### src/hdl/prld_pkg.sv
// Package for the packed run-length decoder: opcode constants, phase and
// class codes, result kinds and end status codes. No dependencies.
package prld_pkg;

	localparam logic [7:0] BLANK_BYTE    = 8'h40;
	localparam logic [7:0] OP_SHORT_MAX  = 8'h77;
	localparam logic [7:0] OP_COPY_MIN   = 8'h80;
	localparam logic [7:0] OP_COPY_MAX   = 8'hF7;
	localparam logic [7:0] OP_COPY_BIAS  = 8'h7F;
	localparam logic [7:0] OP_HDR_COPY   = 8'hF8;
	localparam logic [7:0] OP_END_CLEAN  = 8'hFF;
	localparam logic [7:0] OP_BAD_A      = 8'hFA;
	localparam logic [7:0] OP_BAD_B      = 8'hFB;
	localparam logic [7:0] OP_BAD_C      = 8'hFE;
	localparam logic [31:0] CEILING_RESET = 32'h1000_0000;

	typedef enum logic [4:0] {
		PH_OPCODE   = 5'b00001,
		PH_COUNT_HI = 5'b00010,
		PH_COUNT_LO = 5'b00100,
		PH_RUN_BYTE = 5'b01000,
		PH_COPY     = 5'b10000
	} phase_t;

	typedef enum logic [1:0] {
		CL_NONE  = 2'd0,
		CL_BLANK = 2'd1,
		CL_BYTE  = 2'd2,
		CL_COPY  = 2'd3
	} op_class_t;

	typedef enum logic [1:0] {
		KIND_NONE = 2'd0,
		KIND_RUN  = 2'd1,
		KIND_LIT  = 2'd2
	} item_kind_t;

	typedef enum logic [2:0] {
		ST_NONE      = 3'd0,
		ST_CLEAN     = 3'd1,
		ST_MALFORMED = 3'd2,
		ST_EXHAUSTED = 3'd3,
		ST_OVERFLOW  = 3'd4
	} end_status_t;

endpackage

### src/hdl/prld_stream_if.sv
// Input channel of the packed run-length decoder: one packed byte per item
// with first and last marks. Depends on nothing.
interface prld_stream_if;
	logic       valid;
	logic       ready;
	logic [7:0] data_byte;
	logic       first_byte;
	logic       last_byte;

	modport source (output valid, output data_byte, output first_byte, output last_byte,
		input ready);
	modport sink (input valid, input data_byte, input first_byte, input last_byte,
		output ready);
endinterface

### src/hdl/prld_result_if.sv
// Result channel of the packed run-length decoder: run descriptors, literal
// bytes and end notices. Depends on prld_pkg.
interface prld_result_if;
	import prld_pkg::*;

	logic        valid;
	logic        ready;
	item_kind_t  item_kind;
	logic [7:0]  out_byte;
	logic [16:0] run_length;
	logic [31:0] total_out;
	logic        end_flag;
	end_status_t end_status;

	modport source (output valid, output item_kind, output out_byte, output run_length,
		output total_out, output end_flag, output end_status, input ready);
	modport sink (input valid, input item_kind, input out_byte, input run_length,
		input total_out, input end_flag, input end_status, output ready);
endinterface

### src/hdl/pack_run_length_decoder.sv
// Top level of the packed run-length decoder: input register, phase machine,
// overflow check and result register. Depends on prld_pkg and both interfaces.

// The decoder takes one packed byte per item on stream and returns at most one
// item on result: a run descriptor (byte, length), a literal byte, or an
// end-only notice. It accepts a byte in every cycle when result is not stalled;
// each byte is held in the input register and, once the result register is
// free, its item is loaded there, so throughput is one byte per cycle. The
// rate is set by the single phase-machine update per byte, whose longest path is
// the 33-bit add and compare of the running total against output_ceiling.
// Opcodes 0x00-0x77 give a blank run, 0x80-0xF7 a literal copy, 0x78-0x7F and
// 0xF8/0xF9/0xFC/0xFD take a one- or two-byte count (plus a run byte for the
// 0x7A/0x7B class); 0xFF ends cleanly, 0xFA/0xFB/0xFE end as malformed. A last
// mark ends the stream as exhausted; a run or copy past the ceiling ends it as
// overflow with an end-only notice. After an end, bytes are dropped without result
// until one carries the first mark. Write the ceiling only while idle.
module pack_run_length_decoder (
	input  logic          clk,
	input  logic          arst_n,
	input  logic          ceiling_we,
	input  logic [31:0]   ceiling_wdata,
	prld_stream_if.sink   stream,
	prld_result_if.source result
);
	import prld_pkg::*;

	// Input register
	logic        valid_s1;
	logic [7:0]  data_s1;
	logic        first_s1;
	logic        last_s1;

	// Decoder state
	logic [31:0] ceiling_q;
	phase_t      phase_q;
	op_class_t   class_q;
	logic [16:0] pend_q;
	logic [7:0]  hi_q;
	logic [31:0] total_q;
	logic        done_q;

	// Result register
	logic        out_valid_q;
	item_kind_t  kind_q;
	logic [7:0]  byte_q;
	logic [16:0] len_q;
	logic [31:0] tot_out_q;
	end_status_t status_q;

	// Handshake
	logic out_free;
	logic advance;

	// State as seen by the byte in the input register (first mark clears it)
	phase_t      ph;
	op_class_t   cls;
	logic [16:0] pend;
	logic [7:0]  hi;
	logic [31:0] tot;
	logic        done;

	// Length check
	logic [16:0] count_len;
	logic [16:0] op_len;
	logic [16:0] fit_len;
	logic [32:0] sum;
	logic        fits;

	// Next state and result
	phase_t      ph_n;
	op_class_t   cls_n;
	logic [16:0] pend_n;
	logic [7:0]  hi_n;
	logic [31:0] tot_n;
	logic        done_n;
	logic        emit;
	item_kind_t  kind_n;
	logic [7:0]  byte_n;
	logic [16:0] len_n;
	end_status_t status_n;
	logic        do_run;
	logic [7:0]  run_val;
	logic        do_copy;

	assign out_free     = !out_valid_q || result.ready;
	assign advance      = valid_s1 && out_free;
	assign stream.ready = !valid_s1 || out_free;

	assign ph   = first_s1 ? PH_OPCODE : phase_q;
	assign cls  = first_s1 ? CL_NONE : class_q;
	assign pend = first_s1 ? 17'd0 : pend_q;
	assign hi   = first_s1 ? 8'd0 : hi_q;
	assign tot  = first_s1 ? 32'd0 : total_q;
	assign done = first_s1 ? 1'b0 : done_q;

	// One shared add and compare: the only length checked is the one this byte
	// completes (short run or copy opcode, count, or pending run length).
	assign count_len = {1'b0, hi, data_s1} + 17'd1;
	assign op_len    = (data_s1 <= OP_SHORT_MAX) ? {9'd0, data_s1} + 17'd1
		: {9'd0, data_s1 - OP_COPY_BIAS};
	assign fit_len   = (ph == PH_RUN_BYTE) ? pend
		: (ph == PH_COUNT_LO) ? count_len : op_len;
	assign sum       = {1'b0, tot} + {16'd0, fit_len};
	assign fits      = sum <= {1'b0, ceiling_q};

	always_comb begin
		ph_n     = ph;
		cls_n    = cls;
		pend_n   = pend;
		hi_n     = hi;
		tot_n    = tot;
		emit     = 1'b0;
		kind_n   = KIND_NONE;
		byte_n   = 8'd0;
		len_n    = 17'd0;
		status_n = ST_NONE;
		do_run   = 1'b0;
		run_val  = BLANK_BYTE;
		do_copy  = 1'b0;

		if (!done) begin
			unique case (ph)
				PH_COUNT_HI: begin
					hi_n = data_s1;
					ph_n = PH_COUNT_LO;
					if (last_s1) begin
						emit     = 1'b1;
						status_n = ST_EXHAUSTED;
					end
				end
				PH_COUNT_LO: begin
					pend_n = count_len;
					if (cls == CL_BLANK) begin
						do_run = 1'b1;
					end else if (cls == CL_COPY) begin
						do_copy = 1'b1;
					end else begin
						ph_n = PH_RUN_BYTE;
						if (last_s1) begin
							emit     = 1'b1;
							status_n = ST_EXHAUSTED;
						end
					end
				end
				PH_RUN_BYTE: begin
					do_run  = 1'b1;
					run_val = data_s1;
				end
				PH_COPY: begin
					tot_n  = tot + 32'd1;
					pend_n = pend - 17'd1;
					if (pend_n == 17'd0) begin
						ph_n = PH_OPCODE;
					end
					emit     = 1'b1;
					kind_n   = KIND_LIT;
					byte_n   = data_s1;
					len_n    = 17'd1;
					status_n = last_s1 ? ST_EXHAUSTED : ST_NONE;
				end
				default: begin
					ph_n = PH_OPCODE;
					if (data_s1 <= OP_SHORT_MAX) begin
						do_run = 1'b1;
					end else if (data_s1 >= OP_COPY_MIN && data_s1 <= OP_COPY_MAX) begin
						do_copy = 1'b1;
					end else if (data_s1 == OP_END_CLEAN) begin
						emit     = 1'b1;
						status_n = ST_CLEAN;
					end else if (data_s1 == OP_BAD_A || data_s1 == OP_BAD_B
						|| data_s1 == OP_BAD_C) begin
						emit     = 1'b1;
						status_n = ST_MALFORMED;
					end else begin
						// Count header: class from the high range and bit 1, width from bit 0
						if (data_s1 >= OP_HDR_COPY) begin
							cls_n = CL_COPY;
						end else if (data_s1[1]) begin
							cls_n = CL_BYTE;
						end else begin
							cls_n = CL_BLANK;
						end
						hi_n = 8'd0;
						ph_n = data_s1[0] ? PH_COUNT_HI : PH_COUNT_LO;
						if (last_s1) begin
							emit     = 1'b1;
							status_n = ST_EXHAUSTED;
						end
					end
				end
			endcase

			if (do_run) begin
				emit = 1'b1;
				if (!fits) begin
					status_n = ST_OVERFLOW;
				end else begin
					tot_n    = sum[31:0];
					ph_n     = PH_OPCODE;
					kind_n   = KIND_RUN;
					byte_n   = run_val;
					len_n    = fit_len;
					status_n = last_s1 ? ST_EXHAUSTED : ST_NONE;
				end
			end

			if (do_copy) begin
				if (!fits) begin
					emit     = 1'b1;
					status_n = ST_OVERFLOW;
				end else begin
					pend_n = fit_len;
					ph_n   = PH_COPY;
					if (last_s1) begin
						emit     = 1'b1;
						status_n = ST_EXHAUSTED;
					end
				end
			end
		end

		done_n = done || (emit && status_n != ST_NONE);
	end

	// Capture the next item; drop the held one once it is processed.
	always_ff @(posedge clk or negedge arst_n) begin
		if (!arst_n) begin
			valid_s1 <= 1'b0;
		end else if (stream.valid && stream.ready) begin
			valid_s1 <= 1'b1;
		end else if (advance) begin
			valid_s1 <= 1'b0;
		end
	end

	always_ff @(posedge clk) begin
		if (stream.valid && stream.ready) begin
			data_s1  <= stream.data_byte;
			first_s1 <= stream.first_byte;
			last_s1  <= stream.last_byte;
		end
	end

	always_ff @(posedge clk or negedge arst_n) begin
		if (!arst_n) begin
			ceiling_q <= CEILING_RESET;
		end else if (ceiling_we) begin
			ceiling_q <= ceiling_wdata;
		end
	end

	// Advance the phase machine once per processed byte.
	always_ff @(posedge clk or negedge arst_n) begin
		if (!arst_n) begin
			phase_q <= PH_OPCODE;
			class_q <= CL_NONE;
			pend_q  <= 17'd0;
			hi_q    <= 8'd0;
			total_q <= 32'd0;
			done_q  <= 1'b0;
		end else if (advance) begin
			phase_q <= ph_n;
			class_q <= cls_n;
			pend_q  <= pend_n;
			hi_q    <= hi_n;
			total_q <= tot_n;
			done_q  <= done_n;
		end
	end

	// Hold the result until taken; load a new one only when the slot is free.
	always_ff @(posedge clk or negedge arst_n) begin
		if (!arst_n) begin
			out_valid_q <= 1'b0;
		end else if (advance && emit) begin
			out_valid_q <= 1'b1;
		end else if (result.ready) begin
			out_valid_q <= 1'b0;
		end
	end

	always_ff @(posedge clk) begin
		if (advance && emit) begin
			kind_q    <= kind_n;
			byte_q    <= byte_n;
			len_q     <= len_n;
			tot_out_q <= tot_n;
			status_q  <= status_n;
		end
	end

	assign result.valid      = out_valid_q;
	assign result.item_kind  = kind_q;
	assign result.out_byte   = byte_q;
	assign result.run_length = len_q;
	assign result.total_out  = tot_out_q;
	assign result.end_flag   = (status_q != ST_NONE);
	assign result.end_status = status_q;

	// An empty input register always takes a byte.
	a_ready_when_empty: assert property (@(posedge clk) disable iff (!arst_n)
		!valid_s1 |-> stream.ready)
		else $error("input refused while input register empty");

	// An end-only notice must actually end the stream.
	a_none_ends: assert property (@(posedge clk) disable iff (!arst_n)
		(out_valid_q && kind_q == KIND_NONE) |-> status_q != ST_NONE)
		else $error("end-only item without end status");

	// Literals carry length one; runs carry a nonzero length.
	a_lengths: assert property (@(posedge clk) disable iff (!arst_n)
		(out_valid_q && kind_q == KIND_LIT) |-> len_q == 17'd1)
		else $error("literal with length other than one");

	a_run_len: assert property (@(posedge clk) disable iff (!arst_n)
		(out_valid_q && kind_q == KIND_RUN) |-> len_q != 17'd0)
		else $error("run with zero length");

	// After a stream ends, nothing is emitted until a first mark arrives.
	a_quiet_after_end: assert property (@(posedge clk) disable iff (!arst_n)
		(advance && done_q && !first_s1) |=> !$rose(out_valid_q))
		else $error("result emitted after stream end");

endmodule

### src/flat_wrapper.sv
// flat-port wrapper written by rule: the top's interface ports become plain ports
module pack_run_length_decoder_flat import prld_pkg::*;
  (clk, arst_n, ceiling_we, ceiling_wdata, stream_valid, stream_data_byte, stream_first_byte, stream_last_byte, stream_ready, result_valid, result_item_kind, result_out_byte, result_run_length, result_total_out, result_end_flag, result_end_status, result_ready);
  prld_stream_if stream_i ();
  prld_result_if result_i ();
  input  logic clk;
  input  logic arst_n;
  input  logic ceiling_we;
  input  logic [31:0] ceiling_wdata;
  input wire logic [$bits(stream_i.valid)-1:0] stream_valid;
  input wire logic [$bits(stream_i.data_byte)-1:0] stream_data_byte;
  input wire logic [$bits(stream_i.first_byte)-1:0] stream_first_byte;
  input wire logic [$bits(stream_i.last_byte)-1:0] stream_last_byte;
  output wire logic [$bits(stream_i.ready)-1:0] stream_ready;
  output wire logic [$bits(result_i.valid)-1:0] result_valid;
  output wire logic [$bits(result_i.item_kind)-1:0] result_item_kind;
  output wire logic [$bits(result_i.out_byte)-1:0] result_out_byte;
  output wire logic [$bits(result_i.run_length)-1:0] result_run_length;
  output wire logic [$bits(result_i.total_out)-1:0] result_total_out;
  output wire logic [$bits(result_i.end_flag)-1:0] result_end_flag;
  output wire logic [$bits(result_i.end_status)-1:0] result_end_status;
  input wire logic [$bits(result_i.ready)-1:0] result_ready;
  assign stream_i.valid = stream_valid;
  assign stream_i.data_byte = stream_data_byte;
  assign stream_i.first_byte = stream_first_byte;
  assign stream_i.last_byte = stream_last_byte;
  assign stream_ready = stream_i.ready;
  assign result_valid = result_i.valid;
  assign result_item_kind = result_i.item_kind;
  assign result_out_byte = result_i.out_byte;
  assign result_run_length = result_i.run_length;
  assign result_total_out = result_i.total_out;
  assign result_end_flag = result_i.end_flag;
  assign result_end_status = result_i.end_status;
  assign result_i.ready = result_ready;
  pack_run_length_decoder u_core (.clk(clk), .arst_n(arst_n), .ceiling_we(ceiling_we), .ceiling_wdata(ceiling_wdata), .stream(stream_i), .result(result_i));
endmodule
### config.mk
export PLATFORM = sky130hd
export DESIGN_NAME = pack_run_length_decoder_flat
export DESIGN_NICKNAME = d
export VERILOG_FILES = /design/src/hdl/prld_pkg.sv /design/src/hdl/prld_stream_if.sv /design/src/hdl/prld_result_if.sv /design/src/hdl/pack_run_length_decoder.sv /design/src/flat_wrapper.sv
export SDC_FILE = /design/constraint.sdc
export NUM_CORES = 1
export LEC_CHECK = 0
export BUFFER_PORTS_ARGS = -buffer_cell sky130_fd_sc_hd__buf_2
export CORE_UTILIZATION = 51
export DETAILED_ROUTE_END_ITERATION = 6
export GPL_TIMING_DRIVEN = 0
export PLACE_DENSITY = 0.7
export SLEW_MARGIN = 40
export SYNTH_ARGS = -nofsm -noshare
export SYNTH_HDL_FRONTEND = slang
export SYNTH_SLANG_ARGS = --single-unit
### constraint.sdc
create_clock -name clk -period 13.5 [get_ports clk]
set_input_delay 1.35 -clock clk [delete_from_list [all_inputs] [get_ports clk]]
set_output_delay 1.35 -clock clk [all_outputs]
set_load 0.05 [all_outputs]
Word-level counts from Yosys, hierarchy flattened
Index checks and enable logic that the tools add are counted.
{"block": "word_totals", "input_bits": 47, "reg_bits": 171}
{"block": "op_classes", "n_reduce_logical": 21, "eq_ne": 10, "add_sub_neg": 6, "magnitude_cmp": 5, "mux": 96}
{"cell": "2-to-1 mux 32 bit", "n": 5}
{"cell": "2-to-1 mux 17 bit", "n": 9}
{"cell": "2-to-1 mux 8 bit", "n": 10}
{"cell": "2-to-1 mux 5 bit", "n": 13}
{"cell": "2-to-1 mux 3 bit", "n": 13}
{"cell": "one-hot mux 17 bit (2 select lines)", "n": 1}
{"cell": "adder 32 x 17 -> 33 bit", "n": 1}
{"cell": "<= comparator 33 x 32 -> 1 bit", "n": 1}
{"cell": "adder 32 x 1 -> 32 bit (second input constant)", "n": 1}
{"cell": "equality test 8 bit (second input constant)", "n": 4}
{"cell": "2-to-1 mux 1 bit", "n": 26}
{"cell": "2-to-1 mux 2 bit", "n": 13}
{"cell": "one-hot mux 5 bit (4 select lines)", "n": 1}
{"cell": "adder 16 x 1 -> 17 bit (second input constant)", "n": 1}
{"cell": "logical NOT 17 bit", "n": 1}
{"cell": "subtractor 17 x 1 -> 17 bit (second input constant)", "n": 1}
{"cell": ">= comparator 8 bit (second input constant)", "n": 2}
{"cell": "one-hot mux 8 bit (2 select lines)", "n": 1}
{"cell": "adder 8 x 1 -> 9 bit (second input constant)", "n": 1}
{"cell": "one-hot mux 3 bit (3 select lines)", "n": 1}
{"cell": "<= comparator 8 x 7 -> 1 bit (second input constant)", "n": 1}
{"cell": "<= comparator 8 bit (second input constant)", "n": 1}
{"cell": "subtractor 8 x 7 -> 8 bit (second input constant)", "n": 1}
{"cell": "nonzero test 3 bit", "n": 2}
{"cell": "16 further kinds", "n": 27}

Longest topological paths before layout
{"block": "logic_depth", "depth_word": 16, "depth_mapped": 31, "ltp_nobuf": 27}

Least setup slack after synthesis
No wires, ideal clock.
{"block": "synth_timing", "path_kind": "register -> register", "start": "reg u_core.first_s1", "end": "reg u_core.status_q[0] (netlist: u_core.result.end_status[0]) (enable)", "path_stages_with_launch": 24, "t_arrival_ns": 8.838, "setup_slack_ns": 4.143, "cell_sequence": "edfxtp_1 > clkbuf_1 > clkbuf_1 > clkbuf_1 > clkbuf_1 > buf_1 > buf_1 > clkbuf_1 > nor2_1 > ha_1 > o21ai_0 > o21bai_1 > o211ai_1 > o2111ai_1 > and3_1 > or3b_2 > ha_1 > nand4_1 > nor3_1 > a211oi_1 > a211oi_1 > nor3_1 > a21o_1 > a41oi_1"}
{"block": "synth_between", "elab_chain_len": 11}
{"item": "from (decl)", "line": "pack_run_length_decoder.sv:30", "rtl": "logic first_s1;"}
{"item": "from (signal assigned)", "line": "pack_run_length_decoder.sv:239", "rtl": "first_s1 <= stream.first_byte;"}
{"item": "parallel branches: the longest is 9 deep, another holds adder 32 x 17 -> 33 bit"}
{"item": "2-to-1 mux 1 bit *", "line": "pack_run_length_decoder.sv:121", "rtl": "if (!done) begin"}
{"item": "logical AND 1 bit *", "line": "pack_run_length_decoder.sv:283", "rtl": "if (advance && emit) begin"}
{"item": "to (signal assigned)", "line": "pack_run_length_decoder.sv:288", "rtl": "status_q <= status_n;"}
{"item": "to (decl)", "line": "pack_run_length_decoder.sv:48", "rtl": "end_status_t status_q;"}
Every way passes the cells marked *. The select of a mux whose other input is x is not followed.
A chain may end at the register's enable or synchronous reset.

Worst setup path in the final report
{"block": "layout_timing", "start": "reg u_core.first_s1", "end": "reg u_core.tot_out_q[5] (netlist: u_core.result.total_out[5]) (enable)"}
{"block": "layout_between", "elab_chain_len": 11}
{"item": "parallel branches: the longest is 9 deep, another holds adder 32 x 17 -> 33 bit"}
{"item": "2-to-1 mux 1 bit *", "line": "pack_run_length_decoder.sv:121"}
{"item": "logical AND 1 bit *", "line": "pack_run_length_decoder.sv:283"}
{"item": "to (signal assigned)", "line": "pack_run_length_decoder.sv:287", "rtl": "tot_out_q <= tot_n;"}
{"item": "to (decl)", "line": "pack_run_length_decoder.sv:47", "rtl": "logic [31:0] tot_out_q;"}
Marked as above.

==> impl_metrics.yaml <==
run_status:
  result_of_the_run: "finished with violations"
  violations: "DRC"
floorplanning:
  die_height_um: 152
  coreArea_mm2: 0.0220
  chipWidth_um: 152
  std_cell_rows: 54
  num_io_pins: 112
  initial_standard_cell_utilization_of_the_core: 0.523
  floorplan.die_area_mm2: 0.0231
route:
  post_drt_via_cell_ratio: 6.45
  drtAntennaViolNets: 0
  routed-via-count: 11200
  drtPass1Iterations: 7
  dr.first_iter.drc_count: 1410
  drt-wirelength-per-cell_um: 23.2
  detail_route.drc_violations: 17
  detail_route.wirelength_mm: 40.3
power:
  p_int_w: 0.00118
  sequentialPowerShare: 0.343
  clock_power_share: 0.224
  p_switching_w: 0.000990
  power_per_cell_area_mw_per_mm2: 166
  total_leakage_power_nw: 5.58
  pwr-share-comb: 0.433
  fin_total_pwr_w: 0.00217
  power.switching_fraction: 0.457
  worst_ir_drop_vdd_v: 0.000107
synthesis:
  synth.largest_area_cell: "dfrtp_1"
  synthArstFlopShare: 0.579
  yosys_warnings: 0
  mappedNetlistNets: 1416
  ys_seq_area_frac: 0.404
  post_synth_instance_area_mm2: 0.0115
  primary_ff_master_synth: "dfrtp_1"
  postSynthRegisterBits: 171
  netlist_instances: 1313
  synth_enable_flop_cells: 72
  post_synth_num_cell_types: 82
  synth_area_per_cell_um2: 8.75
  top_post_synthesis_cells_by_area: "dfrtp_1 (21%), edfxtp_1 (19%), ha_1 (6.0%), nand2_1 (4.6%), o21ai_0 (4.4%)"
  post-synth-top-area-fraction: 0.211
setup_path:
  crit_path_end_kind: "flop"
  timing.critical_path.arrival_ns: 10.65
  slowest_cp_cell: "clkbuf_1"
  r2r_setup_slack_ns: 3.05
  timing.rr.start: "u_core.first_s1"
  cp.required_ns: 13.70
  slowest_stage_delay_cp_ns: 0.67
  reg2reg_depth: 28
  critical_path_type: "reg -> reg"
  worstSetupStartpointType: "flop"
  path_common_cell: "clkbuf_1"
  maximum_fanout_along_the_worst_path: 15
  crit_path_start: "u_core.first_s1"
  crit-reg2reg-capture: "u_core.result.total_out[5]"
  worst_setup_path_endpoint: "u_core.result.total_out[5]"
clock_network:
  num_cts_buffers: 17
  clockBufferDepth: 2
  cts_setup_buffers: 0
  clock_tree.htree_level_count: 4
  cts-resized-gates: 0
  cts_tree: "yes"
  worst_skew_pair.late_latency_ns: 0.45
  numClockSinks: 171
  hold_fix_buffers_at_cts: 0
  cts.clk_slew.worst_paths_ns: 0.08
  clock-root-buffer: "clkbuf_16"
sta:
  finalSetupViolations: 0
  setup_ws_ns: 3.05
  worst_slew_slack_as_a_fraction_of_its_limit: 0.374
  finalHoldViolCount: 0
  max_clock_freq_mhz: 95.7
  final_report_max_slew_violation_count: 0
  clock_skew_ns: 0.0103
  rsz_0062_raised_after_global_routing: "no"
  period_minus_slack_ns: 10.45
  worstMarginPinSlew_ns: 0.939
  setup_total_negative_slack_ns: 0
  layout_worst_path_cycle_share: 0.774
layout:
  diodes: 0
  multiInputGateArea_mm2: 0.00631
  fraction_of_layout_cells_with_a_size_suffix_above_1: 0.144
  regArea_mm2: 0.00464
  fillCellCount: 1933
  fin_util: 0.596
  fin_nets: 1550
  synthToLayoutAreaGrowth_pct: 13.9
  layout_cells_excl_fill: 1740
global_route:
  grtUsageTotal: 0.352
  largest_net_degree_at_the_start_of_global_routing: 68
  first_global_vias: 10500
  grt_antenna_before_repair: 0
  grt_pass1_wl_mm: 61.7
  grt-ovfl-total: 0
place:
  dp_cells: 1708
  dpl.hpwl_mm: 29.5
  globalplace.congestion: 0.985
  dp_slack_ns: 3.58
  numPortBuffers: 110
run:
  max_cap_violations: 0
worst_hold_path:
  worstHoldPathType: "reg -> reg"
## cells by family after synthesis
group | count (synthesis) | share of synthesized area
adders and majority gates | 56 | 0.0616
DFF | 171 | 0.404
buffers and inverters | 149 | 0.0510
AOI/OAI and AO/OA | 367 | 0.204
muxes | 33 | 0.0316
and+or+nand+nor | 488 | 0.210
xor gates and xnor gates | 49 | 0.0374
## cell usage in the layout (no fill, tap or decap), types with 12 or more instances in the layout
master / instances
xnor2_1: 34
o211ai_1: 16
dfrtp_1: 97
and3_1: 20
nor3_1: 32
clkbuf_1: 50
ha_1: 55
o22ai_1: 15
o21ai_0: 101
nor2_1: 108
a21o_1: 18
buf_2: 118
inv_1: 76
a21oi_1: 91
a211oi_1: 18
mux2_2: 22
clkbuf_16: 17
o31ai_1: 13
a31oi_1: 13
xor2_1: 15
nand4_1: 23
nand3_1: 48
nand2_1: 142
nor2b_1: 28
edfxtp_1: 72
and2_1: 12
## state kept, by name, indices dropped and copies added, names as in the netlist
name / flops
u_core.ceiling_q: 32
u_core.class_q: 2
u_core.data_s1: 8
u_core.done_q: 1
u_core.first_s1: 1
u_core.hi_q: 8
u_core.last_s1: 1
u_core.pend_q: 17
u_core.phase_q: 5
u_core.result.end_status: 3
u_core.result.item_kind: 2
u_core.result.out_byte: 8
u_core.result.run_length: 17
u_core.result.total_out: 32
u_core.result.valid: 1
u_core.total_q: 32
u_core.valid_s1: 1
## synth_stat cells, drive strengths merged, types with 8 or more instances
library cell,count
o22ai,15
and3,20
a31oi,14
xor2,15
dfrtp,97
xnor2,34
or3,11
nor2b,28
o21ai,105
nand2,143
a21o,18
nand2b,10
buf,20
and2,13
ha,55
mux2,26
inv,76
nand3,48
nor2,110
o211ai,16
a21oi,92
a22o,11
o31ai,13
clkbuf,52
nand4,23
o21a,8
a211oi,19
nor4,13
nor3,34
edfxtp,72
## through the flow
step	hold slack [ns]	cell area, um^2
after global placement	0.512	12400
after detailed placement	0.513	12500
after CTS	0.529	13100
after floorplan	0.474	11500
final	0.529	13100
after global routing	0.553	13100
## worst max-delay path, delay by kind of cell (launching register included)
kind / cells / cell delay, ns
compound gates: 6 / 1.82
xor+xnor: 1 / 0.15
fa+ha+maj: 2 / 0.70
buf+inv: 10 / 4.74
flops: 1 / 0.43
simple gates: 9 / 2.32
## layout make-up
cell class / instances / area share
buffer: 72 / 0.0228
clock inverter: 15 / 0.0101
clock buffer: 17 / 0.0325
timing repair buffer: 115 / 0.0487
inverter: 77 / 0.0221
tap: 280 / 0.0268
sequential: 171 / 0.355
multi-input combinational: 993 / 0.482
## worst min-delay path by stage
stage / from / endpoint / slack [ns] / cells past startpoint
global route: u_core.total_q[24] / u_core.total_q[24] / 0.55 / 1
finish: u_core.ceiling_q[28] / u_core.ceiling_q[28] / 0.53 / 2
floorplan: u_core.total_q[24] / u_core.total_q[24] / 0.47 / 1
CTS: u_core.ceiling_q[28] / u_core.ceiling_q[28] / 0.53 / 2
global placement: u_core.result.valid / u_core.result.valid / 0.51 / 1
detailed placement: u_core.result.valid / u_core.result.valid / 0.51 / 1
## power groups by stage
| stage | logic [W] | registers (W) | clock network, W |
|---|---|---|---|
| after floorplan | 0.000492 | 0.000874 | 0 |
| after global placement | 0.000881 | 0.000758 | 0 |
| after detailed placement | 0.000908 | 0.000749 | 0 |
| after CTS | 0.000913 | 0.000740 | 0.000486 |
| after global routing | 0.000995 | 0.000755 | 0.000509 |
| final | 0.000939 | 0.000744 | 0.000485 |
## per-layer routing
| layer | part of all wire | global-route usage | vias to the layer above |
|---|---|---|---|
| li1 | - | - | 5065 |
| met1 | 0.43 | 0.501 | 5307 |
| met2 | 0.43 | 0.529 | 754 |
| met3 | 0.12 | 0.0742 | 100 |
| met4 | 0.031 | 0.124 | 0 |
| met5 | 0 | 0 | - |
Power figures use the tool's default switching activity.
